<file path="src/terminal_escape_and_newline_mapper_assert.svh">
// assertion macros shared by the mapper rtl
// no dependencies; assertions compile away under SYNTHESIS
`ifndef TERMINAL_ESCAPE_AND_NEWLINE_MAPPER_ASSERT_SVH
`define TERMINAL_ESCAPE_AND_NEWLINE_MAPPER_ASSERT_SVH
`ifndef SYNTHESIS
`define TENM_ASSERT_ALWAYS(label, clk, rst_n, expr) \
    label: assert property (@(posedge clk) disable iff (!rst_n) (expr)) \
        else $error("assertion failed");
`define TENM_ASSERT_IMPLIES(label, clk, rst_n, ante, cons) \
    label: assert property (@(posedge clk) disable iff (!rst_n) (ante) |-> (cons)) \
        else $error("assertion failed");
`else
`define TENM_ASSERT_ALWAYS(label, clk, rst_n, expr)
`define TENM_ASSERT_IMPLIES(label, clk, rst_n, ante, cons)
`endif
`endif

</file>
<file path="src/tenm_pkg.sv">
// types, codes and the byte mapping function of the terminal mapper
// no dependencies
package tenm_pkg;

    localparam logic [7:0] CH_DEL = 8'h7f;
    localparam logic [7:0] CH_BS  = 8'h08;
    localparam logic [7:0] CH_CR  = 8'h0d;
    localparam logic [7:0] CH_LF  = 8'h0a;

    localparam logic [1:0] DEST_PORT    = 2'd0;
    localparam logic [1:0] DEST_SCREEN  = 2'd1;
    localparam logic [1:0] DEST_COMMAND = 2'd2;

    localparam logic [2:0] REG_ESCAPE_CHAR = 3'd0;
    localparam logic [2:0] REG_OUT_MAP     = 3'd1;
    localparam logic [2:0] REG_IN_MAP      = 3'd2;
    localparam logic [2:0] REG_ECHO_MAP    = 3'd3;
    localparam logic [2:0] REG_LOCAL_ECHO  = 3'd4;

    localparam int MAX_RESULTS = 4;

    typedef struct packed {
        logic       cmd;
        logic [7:0] data_byte;
    } in_item_t;

    typedef struct packed {
        logic [1:0] destination;
        logic [7:0] out_byte;
        logic       last;
    } out_item_t;

    typedef struct packed {
        logic [4:0] escape_char;
        logic [7:0] out_map;
        logic [7:0] in_map;
        logic [7:0] echo_map;
        logic       local_echo;
    } cfg_t;

    typedef struct packed {
        logic [2:0]                   cnt;
        logic [MAX_RESULTS-1:0][7:0]  bytes;
        logic [MAX_RESULTS-1:0][1:0]  dests;
    } rec_t;

    typedef struct packed {
        logic empty;
        logic full;
    } q_stat_t;

    typedef struct packed {
        logic [1:0] cnt;
        logic [7:0] b0;
        logic [7:0] b1;
    } map_t;

    function automatic map_t map_byte(input logic [7:0] flags, input logic [7:0] c);
        map_t r;
        r.cnt = 2'd1;
        r.b0  = c;
        r.b1  = CH_LF;
        case (c)
            CH_DEL:
            begin
                if (flags[6]) r.b0 = CH_BS;
            end
            CH_BS:
            begin
                if (flags[7]) r.b0 = CH_DEL;
            end
            CH_CR:
            begin
                if (flags[0]) begin
                    r.b0 = CH_LF;
                end else if (flags[1]) begin
                    r.cnt = 2'd2;
                    r.b0  = CH_CR;
                end else if (flags[2]) begin
                    r.cnt = 2'd0;
                end
            end
            CH_LF:
            begin
                if (flags[3]) begin
                    r.b0 = CH_CR;
                end else if (flags[4]) begin
                    r.cnt = 2'd2;
                    r.b0  = CH_CR;
                end else if (flags[5]) begin
                    r.cnt = 2'd0;
                end
            end
            default:
            begin
                r.cnt = 2'd1;
            end
        endcase
        return r;
    endfunction

endpackage

</file>
<file path="src/terminal_escape_and_newline_mapper.sv">
// a byte's results are held in the queue memory and then in the output register
// throughput: one result per cycle while out_ready holds, set by the back-end drain; a byte yields 0 to 4 results
// a queue of QUEUE_DEPTH records lets the front take bytes while the back drains
// reset (async, active low) clears command mode, queue and output; registers take defaults
// depends on tenm_pkg, tenm_front, tenm_queue, tenm_back
module terminal_escape_and_newline_mapper #(
    parameter int QUEUE_DEPTH = 2
) (
    input  logic                clk,
    input  logic                rst_n,
    input  logic                in_valid,
    output logic                in_ready,
    input  tenm_pkg::in_item_t  in_data,
    output logic                out_valid,
    input  logic                out_ready,
    output tenm_pkg::out_item_t out_data,
    input  logic                cfg_valid,
    output logic                cfg_ready,
    input  logic [2:0]          cfg_index,
    input  logic [7:0]          cfg_data
);
    import tenm_pkg::*;

    cfg_t    cfg_reg;
    q_stat_t q_stat;
    rec_t    push_rec;
    rec_t    head;
    logic    push;
    logic    pop;

    assign cfg_ready = 1'b1;

    always_ff @(posedge clk or negedge rst_n)
    begin
        if (!rst_n) begin
            cfg_reg.escape_char <= 5'd1;
            cfg_reg.out_map     <= 8'h00;
            cfg_reg.in_map      <= 8'h00;
            cfg_reg.echo_map    <= 8'h42;
            cfg_reg.local_echo  <= 1'b0;
        end else if (cfg_valid && cfg_ready) begin
            case (cfg_index)
                REG_ESCAPE_CHAR: cfg_reg.escape_char <= cfg_data[4:0];
                REG_OUT_MAP:     cfg_reg.out_map     <= cfg_data;
                REG_IN_MAP:      cfg_reg.in_map      <= cfg_data;
                REG_ECHO_MAP:    cfg_reg.echo_map    <= cfg_data;
                REG_LOCAL_ECHO:  cfg_reg.local_echo  <= cfg_data[0];
                default:         cfg_reg             <= cfg_reg;
            endcase
        end
    end

    tenm_front u_front (
        .clk      (clk),
        .rst_n    (rst_n),
        .in_valid (in_valid),
        .in_ready (in_ready),
        .in_data  (in_data),
        .cfg      (cfg_reg),
        .q_stat   (q_stat),
        .push     (push),
        .push_rec (push_rec)
    );

    tenm_queue #(
        .DEPTH (QUEUE_DEPTH)
    ) u_queue (
        .clk      (clk),
        .rst_n    (rst_n),
        .push     (push),
        .push_rec (push_rec),
        .pop      (pop),
        .head     (head),
        .q_stat   (q_stat)
    );

    tenm_back u_back (
        .clk       (clk),
        .rst_n     (rst_n),
        .head      (head),
        .q_stat    (q_stat),
        .pop       (pop),
        .out_valid (out_valid),
        .out_ready (out_ready),
        .out_data  (out_data)
    );

endmodule

</file>
<file path="src/tenm_front.sv">
// front end: accepts input bytes, tracks command mode, builds result records
// depends on tenm_pkg
module tenm_front (
    input  logic              clk,
    input  logic              rst_n,
    input  logic              in_valid,
    output logic              in_ready,
    input  tenm_pkg::in_item_t in_data,
    input  tenm_pkg::cfg_t    cfg,
    input  tenm_pkg::q_stat_t q_stat,
    output logic              push,
    output tenm_pkg::rec_t    push_rec
);
    import tenm_pkg::*;

    logic       command_mode_reg;
    logic       command_mode_next;
    logic       accept;
    logic       esc_hit;
    logic       kb_path;
    map_t       pm;
    map_t       em;
    logic [1:0] np;
    logic [1:0] ne;
    logic [1:0] pdest;
    rec_t       rec;

    assign in_ready = !q_stat.full;
    assign accept   = in_valid && in_ready;
    assign esc_hit  = (in_data.data_byte == {3'b000, cfg.escape_char});

    always_comb
    begin
        command_mode_next = command_mode_reg;
        kb_path           = 1'b0;
        pm                = map_byte(cfg.out_map, in_data.data_byte);
        em                = map_byte(cfg.echo_map, in_data.data_byte);
        pdest             = DEST_PORT;
        rec               = '0;
        if (in_data.cmd) begin
            pm    = map_byte(cfg.in_map, in_data.data_byte);
            pdest = DEST_SCREEN;
        end
        np = pm.cnt;
        ne = (cfg.local_echo && !in_data.cmd) ? em.cnt : 2'd0;
        if (in_data.cmd) begin
            ne = 2'd0;
            kb_path = 1'b1;
        end else if (command_mode_reg) begin
            command_mode_next = 1'b0;
            kb_path           = esc_hit;
        end else if (esc_hit) begin
            command_mode_next = 1'b1;
        end else begin
            kb_path = 1'b1;
        end

        if (!kb_path) begin
            if (command_mode_reg && !in_data.cmd) begin
                rec.cnt      = 3'd1;
                rec.bytes[0] = in_data.data_byte;
                rec.dests[0] = DEST_COMMAND;
            end
        end else begin
            rec.cnt = {1'b0, np} + {1'b0, ne};
            case (np)
                2'd0:
                begin
                    rec.bytes[0] = em.b0;
                    rec.bytes[1] = em.b1;
                    rec.dests[0] = DEST_SCREEN;
                    rec.dests[1] = DEST_SCREEN;
                end
                2'd1:
                begin
                    rec.bytes[0] = pm.b0;
                    rec.bytes[1] = em.b0;
                    rec.bytes[2] = em.b1;
                    rec.dests[0] = pdest;
                    rec.dests[1] = DEST_SCREEN;
                    rec.dests[2] = DEST_SCREEN;
                end
                default:
                begin
                    rec.bytes[0] = pm.b0;
                    rec.bytes[1] = pm.b1;
                    rec.bytes[2] = em.b0;
                    rec.bytes[3] = em.b1;
                    rec.dests[0] = pdest;
                    rec.dests[1] = pdest;
                    rec.dests[2] = DEST_SCREEN;
                    rec.dests[3] = DEST_SCREEN;
                end
            endcase
        end
    end

    assign push     = accept && (rec.cnt != 3'd0);
    assign push_rec = rec;

    always_ff @(posedge clk or negedge rst_n)
    begin
        if (!rst_n) begin
            command_mode_reg <= 1'b0;
        end else if (accept) begin
            command_mode_reg <= command_mode_next;
        end
    end

endmodule

</file>
<file path="src/tenm_queue.sv">
// short record queue between front and back end
// depends on tenm_pkg and the assertion macro header
`include "terminal_escape_and_newline_mapper_assert.svh"
module tenm_queue #(
    parameter int DEPTH = 2
) (
    input  logic              clk,
    input  logic              rst_n,
    input  logic              push,
    input  tenm_pkg::rec_t    push_rec,
    input  logic              pop,
    output tenm_pkg::rec_t    head,
    output tenm_pkg::q_stat_t q_stat
);
    import tenm_pkg::*;

    localparam int AW = (DEPTH > 1) ? $clog2(DEPTH) : 1;
    localparam int CW = $clog2(DEPTH + 1);
    localparam logic [AW-1:0] LAST_PTR = AW'(DEPTH - 1);
    localparam logic [CW-1:0] FULL_CNT = CW'(DEPTH);

    rec_t          mem [DEPTH];
    logic [AW-1:0] wr_ptr_reg;
    logic [AW-1:0] rd_ptr_reg;
    logic [CW-1:0] count_reg;
    logic [CW-1:0] count_next;

    assign head         = mem[rd_ptr_reg];
    assign q_stat.empty = (count_reg == '0);
    assign q_stat.full  = (count_reg == FULL_CNT);

    always_comb
    begin
        count_next = count_reg;
        if (push && !pop) begin
            count_next = count_reg + CW'(1);
        end else if (pop && !push) begin
            count_next = count_reg - CW'(1);
        end
    end

    always_ff @(posedge clk)
    begin
        if (push) begin
            mem[wr_ptr_reg] <= push_rec;
        end
    end

    always_ff @(posedge clk or negedge rst_n)
    begin
        if (!rst_n) begin
            wr_ptr_reg <= '0;
            rd_ptr_reg <= '0;
            count_reg  <= '0;
        end else begin
            if (push) begin
                wr_ptr_reg <= (wr_ptr_reg == LAST_PTR) ? '0 : wr_ptr_reg + AW'(1);
            end
            if (pop) begin
                rd_ptr_reg <= (rd_ptr_reg == LAST_PTR) ? '0 : rd_ptr_reg + AW'(1);
            end
            count_reg <= count_next;
        end
    end

    `TENM_ASSERT_IMPLIES(a_no_push_full, clk, rst_n, q_stat.full, !push)
    `TENM_ASSERT_IMPLIES(a_no_pop_empty, clk, rst_n, q_stat.empty, !pop)
    `TENM_ASSERT_ALWAYS(a_count_bound, clk, rst_n, count_reg <= FULL_CNT)

endmodule

</file>
<file path="src/tenm_back.sv">
// back end: drains queued records one result per cycle, while the output is not stalled, into the output register
// depends on tenm_pkg and the assertion macro header
`include "terminal_escape_and_newline_mapper_assert.svh"
module tenm_back (
    input  logic                clk,
    input  logic                rst_n,
    input  tenm_pkg::rec_t      head,
    input  tenm_pkg::q_stat_t   q_stat,
    output logic                pop,
    output logic                out_valid,
    input  logic                out_ready,
    output tenm_pkg::out_item_t out_data
);
    import tenm_pkg::*;

    logic [1:0] pos_reg;
    logic       out_valid_reg;
    out_item_t  out_data_reg;
    logic       step;
    logic       at_last;

    assign step      = !q_stat.empty && (!out_valid_reg || out_ready);
    assign at_last   = ({1'b0, pos_reg} == (head.cnt - 3'd1));
    assign pop       = step && at_last;
    assign out_valid = out_valid_reg;
    assign out_data  = out_data_reg;

    always_ff @(posedge clk)
    begin
        if (step) begin
            out_data_reg.destination <= head.dests[pos_reg];
            out_data_reg.out_byte    <= head.bytes[pos_reg];
            out_data_reg.last        <= at_last;
        end
    end

    always_ff @(posedge clk or negedge rst_n)
    begin
        if (!rst_n) begin
            pos_reg       <= '0;
            out_valid_reg <= 1'b0;
        end else begin
            if (step) begin
                out_valid_reg <= 1'b1;
                pos_reg       <= at_last ? 2'd0 : pos_reg + 2'd1;
            end else if (out_ready) begin
                out_valid_reg <= 1'b0;
            end
        end
    end

    `TENM_ASSERT_IMPLIES(a_head_nonzero, clk, rst_n, !q_stat.empty, head.cnt != 3'd0)
    `TENM_ASSERT_IMPLIES(a_pos_in_rec, clk, rst_n, !q_stat.empty, {1'b0, pos_reg} < head.cnt)
    `TENM_ASSERT_IMPLIES(a_pos_idle, clk, rst_n, q_stat.empty, pos_reg == 2'd0)

endmodule

</file>
<file path="config.mk">
export PLATFORM = sky130hd
export DESIGN_NAME = terminal_escape_and_newline_mapper
export DESIGN_NICKNAME = d
export VERILOG_FILES = /design/src/tenm_pkg.sv /design/src/terminal_escape_and_newline_mapper.sv /design/src/tenm_front.sv /design/src/tenm_queue.sv /design/src/tenm_back.sv
export VERILOG_INCLUDE_DIRS = /design/src /design/src/src
export SDC_FILE = /design/constraint.sdc
export NUM_CORES = 1
export LEC_CHECK = 0
export CAP_MARGIN = 20
export CORE_MARGIN = 2
export CORE_UTILIZATION = 51
export CTS_CLUSTER_SIZE = 30
export DETAILED_ROUTE_END_ITERATION = 16
export DONT_BUFFER_PORTS = 1
export HOLD_SLACK_MARGIN = 0.12
export PLACE_DENSITY = 0.66
export SYNTH_ARGS = -nofsm -noshare
export SYNTH_HDL_FRONTEND = slang
export SYNTH_HIERARCHICAL = 1
export SYNTH_SLANG_ARGS = --single-unit
</file>
<file path="constraint.sdc">
create_clock -name clk -period 7.8 [get_ports clk]
set_clock_uncertainty 0.05 [all_clocks]
set_input_delay 1.56 -clock clk [delete_from_list [all_inputs] [get_ports clk]]
set_output_delay 1.56 -clock clk [all_outputs]
set_load 0.005 [all_outputs]
</file>
-- After elaboration in Yosys (flattened, before gate mapping)
Memories as Yosys holds them, arrays and structs flattened.
Cells that the tools add are included.
W data, S select, Z words.
- bitwise operators: 1
- reductions and logical operators: 28
- equal/unequal tests: 12
- mux-type cells: 78
- order comparisons: 1
- add/subtract/negate cells: 7
- operators with widths (operator ; count):
    $mux W8 ; 21
    $pmux W8 S4 ; 3
    $mux W2 ; 20
    $pmux W16 S2 ; 1
    $eq A8 B4 Y1 const B ; 3
    $mux W1 ; 21
    $mux W20 ; 1
    $mux W18 ; 1
    $bmux W8 S2 ; 1
    $pmux W8 S2 ; 1
    $pmux W2 S2 ; 3
    $reduce_and A2 Y1 ; 6
    $eq A8 B5 Y1 ; 1
    $eq A8 B7 Y1 const B ; 1
    $logic_and A1 B1 Y1 ; 8
    $eq A3 B2 Y1 const B ; 2
    $logic_not A1 Y1 ; 6
    $pmux W3 S2 ; 1
    $mux W5 ; 1
    $add A2 B1 Y2 const B ; 2
    $bmux W2 S2 ; 1
    $logic_not A2 Y1 ; 2
    $mux W4 ; 1
    $reduce_bool A2 Y1 ; 2
    other kinds (16) ; 17
- word-level logic and storage cells: 142
- register bits: 49
- memories kept: 1
- bits of input ports: 25
- RAM bits: 76
- memories (memory ; depth ; width ; read ports ; clocked after memory_dff ; wr ports ; line ; text):
    u_queue.mem ; 2 ; 38 ; 1 ; 0 ; 1 ; tenm_queue.sv:22 ; rec_t mem [DEPTH];

-- Depth between registers and ports, before layout
- word-level depth: 14
- depth in mapped cells: 14
- mapped depth without buffers: 13

-- Modules after synthesis
The synthesis kept the hierarchy.
- by module, submodules not included (module ; instances ; seq. area each (um^2) ; cells each ; area each (um^2)):
    tenm_queue ; 1 ; 2682.6 ; 150 ; 3490.8
    tenm_front ; 1 ; 25.0 ; 187 ; 1292.5
    terminal_escape_and_newline_mapper ; 1 ; 754.5 ; 69 ; 1249.9
    tenm_back ; 1 ; 405.4 ; 46 ; 820.8

-- Worst setup path after synthesis
No wires, ideal clock.
- path kind: in2reg
- start: input in_data[2] (netlist name)
- end: memory u_queue/mem[0][0] (netlist name) (enable)
- path slack: 1645 ps
- stages on the path: 11
- data arrival time: 5656 ps
- cell sequence: buf_2 -> xor2_1 -> or4_1 -> nor2_1 -> ha_1 -> or2_2 -> clkbuf_1 -> nor2_1 -> a21o_1 -> o311a_1 -> nor2b_1
- RTL lines (element ; line ; text):
    start: declaration ; terminal_escape_and_newline_mapper.sv:13 ; input tenm_pkg::in_item_t in_data,
    end: declaration ; tenm_queue.sv:22 ;

==> results.py <==
metrics = {
    "synth": {
        "synth-seq-cells": 135,
        "yosys-top-cells-area": "edfxtp_1, dfrtp_1, mux2_4",
        "synth_edf_count": 97,
        "synth_top_family_by_area": "multiplexers",
        "synthSimpleGateAreaFrac": 0.0838,
        "yosys.area.top_type_share": 0.425,
        "netlist_area_sq_mm": 0.00685,
        "async_flop_share": 0.281,
        "synth_compound_area_frac": 0.0796,
        "synthFlopType": "edfxtp_1",
        "synth_area_leader_cell": "edfxtp_1",
        "synth.distinct_cells": 76,
        "synth_xor_area_frac": 0.0177,
        "synthAdderAreaFrac": 0.0102,
        "syn-mean-instance-area_sq_um": 15.2,
        "syn_inst": 452,
        "muxShareOfSynthArea": 0.189,
        "ys_seq_area_frac": 0.564,
        "ys.warnings.count": 6,
    },
    "sta": {
        "worst_slew_pin_slew_ns": 1.04,
        "hold_viol": 0,
        "finalMaxSlewViolations": 0,
        "setup_violations": 0,
        "final.min_clock_period_ns": 4.63,
        "timing.fmax_ghz": 0.216,
        "rsz0062_at_grt": "false",
        "relSlewSlack": 0.307,
        "finalSetupTns_ns": 0,
        "finalCritPeriodShare": 0.594,
        "fin_ws_ns": 3.17,
    },
    "critical_path": {
        "end_kind": "flip-flop",
        "reg2reg_depth": 9,
        "cp_top_family": "simple AND/OR/NAND/NOR gates",
        "endpoint": "u_queue/mem[1][34]",
        "regToRegSetupSlack_ns": 3.89,
        "cp_max_fo": 43,
        "worstPathRequired_ns": 7.78,
        "crit_path_start_kind": "input port",
        "critPathMaxStageDelay_ns": 0.87,
        "path_class": "input port to flip-flop",
        "crit_buf_inv": 0,
        "crit_arrival_ns": 4.61,
        "timing.critical_path.cells": "xor2_1 > or4_1 > nor2_1 > ha_1 > or2_2 > nor2_1 > a21o_1 > o311a_1 > and2_2",
        "cp_slowest_cell": "and2_2",
        "worstSetupPathDepth": 9,
        "r2r_end": "u_queue/mem[1][34]",
        "r2r-start": "cfg_reg[27]",
        "cp_common_cell": "nor2_1",
        "critPathLaunch": "in_data[2]",
    },
    "worst_hold_path": {
        "holdPathStages": 1,
        "worst_hold_path_type": "flip-flop to flip-flop",
    },
    "floorplan": {
        "fp.dieH_microns": 120,
        "io_pins": 39,
        "core_sq_mm": 0.0132,
        "rows": 42,
        "initial_utilization": 0.520,
        "die_x_microns": 120,
        "die_area_sq_mm": 0.0144,
    },
    "drt": {
        "wire_per_inst_microns": 20.4,
        "route.detailed.drc": 0,
        "drt_first_pass_iters": 5,
        "detail-route-antenna-nets": 0,
        "vias": 3658,
        "dr.first_iter.drc_count": 261,
        "vias_per_cell": 5.73,
        "wl_mm": 13.0,
    },
    "cts": {
        "cts_inserted_buffers": 17,
        "hold_buffers": 0,
        "clockBufferDepth": 2,
        "cts_max_level": 4,
        "cts.clk_slew.worst_paths_ns": 0.06,
        "ctsResizeCount": 0,
        "postCtsSetupBuffers": 0,
        "cts_tree": "yes",
        "cts_sinks": 135,
        "root_buffer": "clkbuf_16",
        "insertion_delay_ns": 0.42,
    },
    "placement": {
        "dp_hpwl_mm": 8.89,
        "io_buffers": 0,
        "dp_slack_ns": 2.76,
        "place_inst": 608,
        "gp_congestion": 0.869,
    },
    "final_layout": {
        "final_util": 0.560,
        "diodes": 0,
        "num-nets-final": 481,
        "largest_register_ffs": 86,
        "drive_above_1_share": 0.320,
        "syn2layout_area_growth_pct": 7.85,
        "instances_no_fill": 638,
    },
    "power": {
        "powerDensity_mw_per_mm2": 330,
        "vdd_ir_drop_max_uv": 163,
        "leakagePower_nw": 2.76,
        "total_power_w": 0.00244,
    },
    "global_route": {
        "grt_pass1_vias": 3775,
        "grt_antenna_before_repair": 0,
        "grt-ovfl-total": 0,
        "grt_use_total": 0.197,
        "grt_max_degree": 45,
        "grt_pass1_wl_mm": 21.1,
    },
    "flow_run": {
        "maxCapViolCount": 0,
    },
    "status": {
        "status": "finished clean",
    },
}
==> kinds of logic (layout without fill, tap and decap cells) <==
family / after synthesis / in the layout
DFF: 135 / 135
AOI/OAI and AO/OA: 69 / 69
and+or+nand+nor: 91 / 91
xor gates and xnor gates: 13 / 13
adders and majority gates: 5 / 5
buffers and inverters: 51 / 49
muxes: 86 / 86
other: 2 / 14
==> power by group <==
part	leakage, nW	switching (W)	internal, W
registers	1.33	0.000120	0.000991
clock network	0.259	0.000293	0.000435
logic	1.17	0.000262	0.000339
==> cells in the mapped netlist (4+ instances only) <==
library cell and n:
and2_1 5, mux4_2 7, buf_2 5, nor2_1 26
mux2_4 55, nand2_1 19, o21ai_0 11, buf_12 5
inv_1 15, mux2_2 18, dfrtp_1 35, ha_1 4
xor2_1 6, o21bai_1 5, a211oi_1 4, clkbuf_1 4
nor2b_1 5, xnor2_1 6, o21a_1 4, buf_4 19
a21oi_1 9, edfxtp_1 97
==> layout by cell type, fill, tap and decap left out, drive strengths merged, types with 3 or more instances in the layout <==
cell	Yosys	layout
nand4b	3	3
and3	4	4
nand2b	3	3
clkbuf	4	19
edfxtp	97	97
nor2b	5	5
a211oi	4	4
ha	4	4
nor4	4	4
dfrtp	35	35
mux2i	3	3
xnor2	7	7
o32ai	4	4
a21oi	11	11
xor2	6	6
conb	2	14
mux4	10	10
o21ai	17	17
mux2	73	73
nor2	26	26
inv	15	17
clkinv	0	6
o21bai	5	5
and2	6	6
o21a	4	4
nand2	20	20
dfstp	3	3
buf	32	4
a211o	3	3
==> per-layer routing <==
metal | vias up | part of all wire | track usage
li1 | 1679 | - | -
met1 | 1834 | 0.42 | 0.246
met2 | 121 | 0.50 | 0.319
met3 | 24 | 0.056 | 0.0651
met4 | 0 | 0.019 | 0.0779
met5 | - | 0 | 0
==> through the flow <==
step	hold slack, ns	cell area [sq um]
after global placement	0.422	6860
after floorplan	0.405	6900
after global routing	0.485	7390
final	0.440	7390
after detailed placement	0.433	6860
after CTS	0.441	7390
==> worst min-delay path by stage <==
stage | startpoint | end | slack [ns]
6_report | u_queue/count_reg[1] | u_queue/count_reg[1] | 0.44
5_1_grt | u_queue/count_reg[1] | u_queue/count_reg[1] | 0.49
4_1_cts | u_queue/count_reg[1] | u_queue/count_reg[1] | 0.44
3_5_place_dp | u_queue/count_reg[1] | u_queue/count_reg[1] | 0.43
3_3_place_gp | u_queue/count_reg[1] | u_queue/count_reg[1] | 0.42
2_1_floorplan | u_queue/wr_ptr_reg | u_queue/wr_ptr_reg | 0.41
==> layout make-up <==
cell class / count / area (sq um)
timing repair buffer: 4 / 30.0
clock buffer: 19 / 433
inverter: 15 / 56.3
tap: 176 / 220
multi-input combinational: 278 / 2680
clock inverter: 11 / 104
fill: 1072 / 5800
sequential: 135 / 3870
Power figures use the tool's default switching activity.
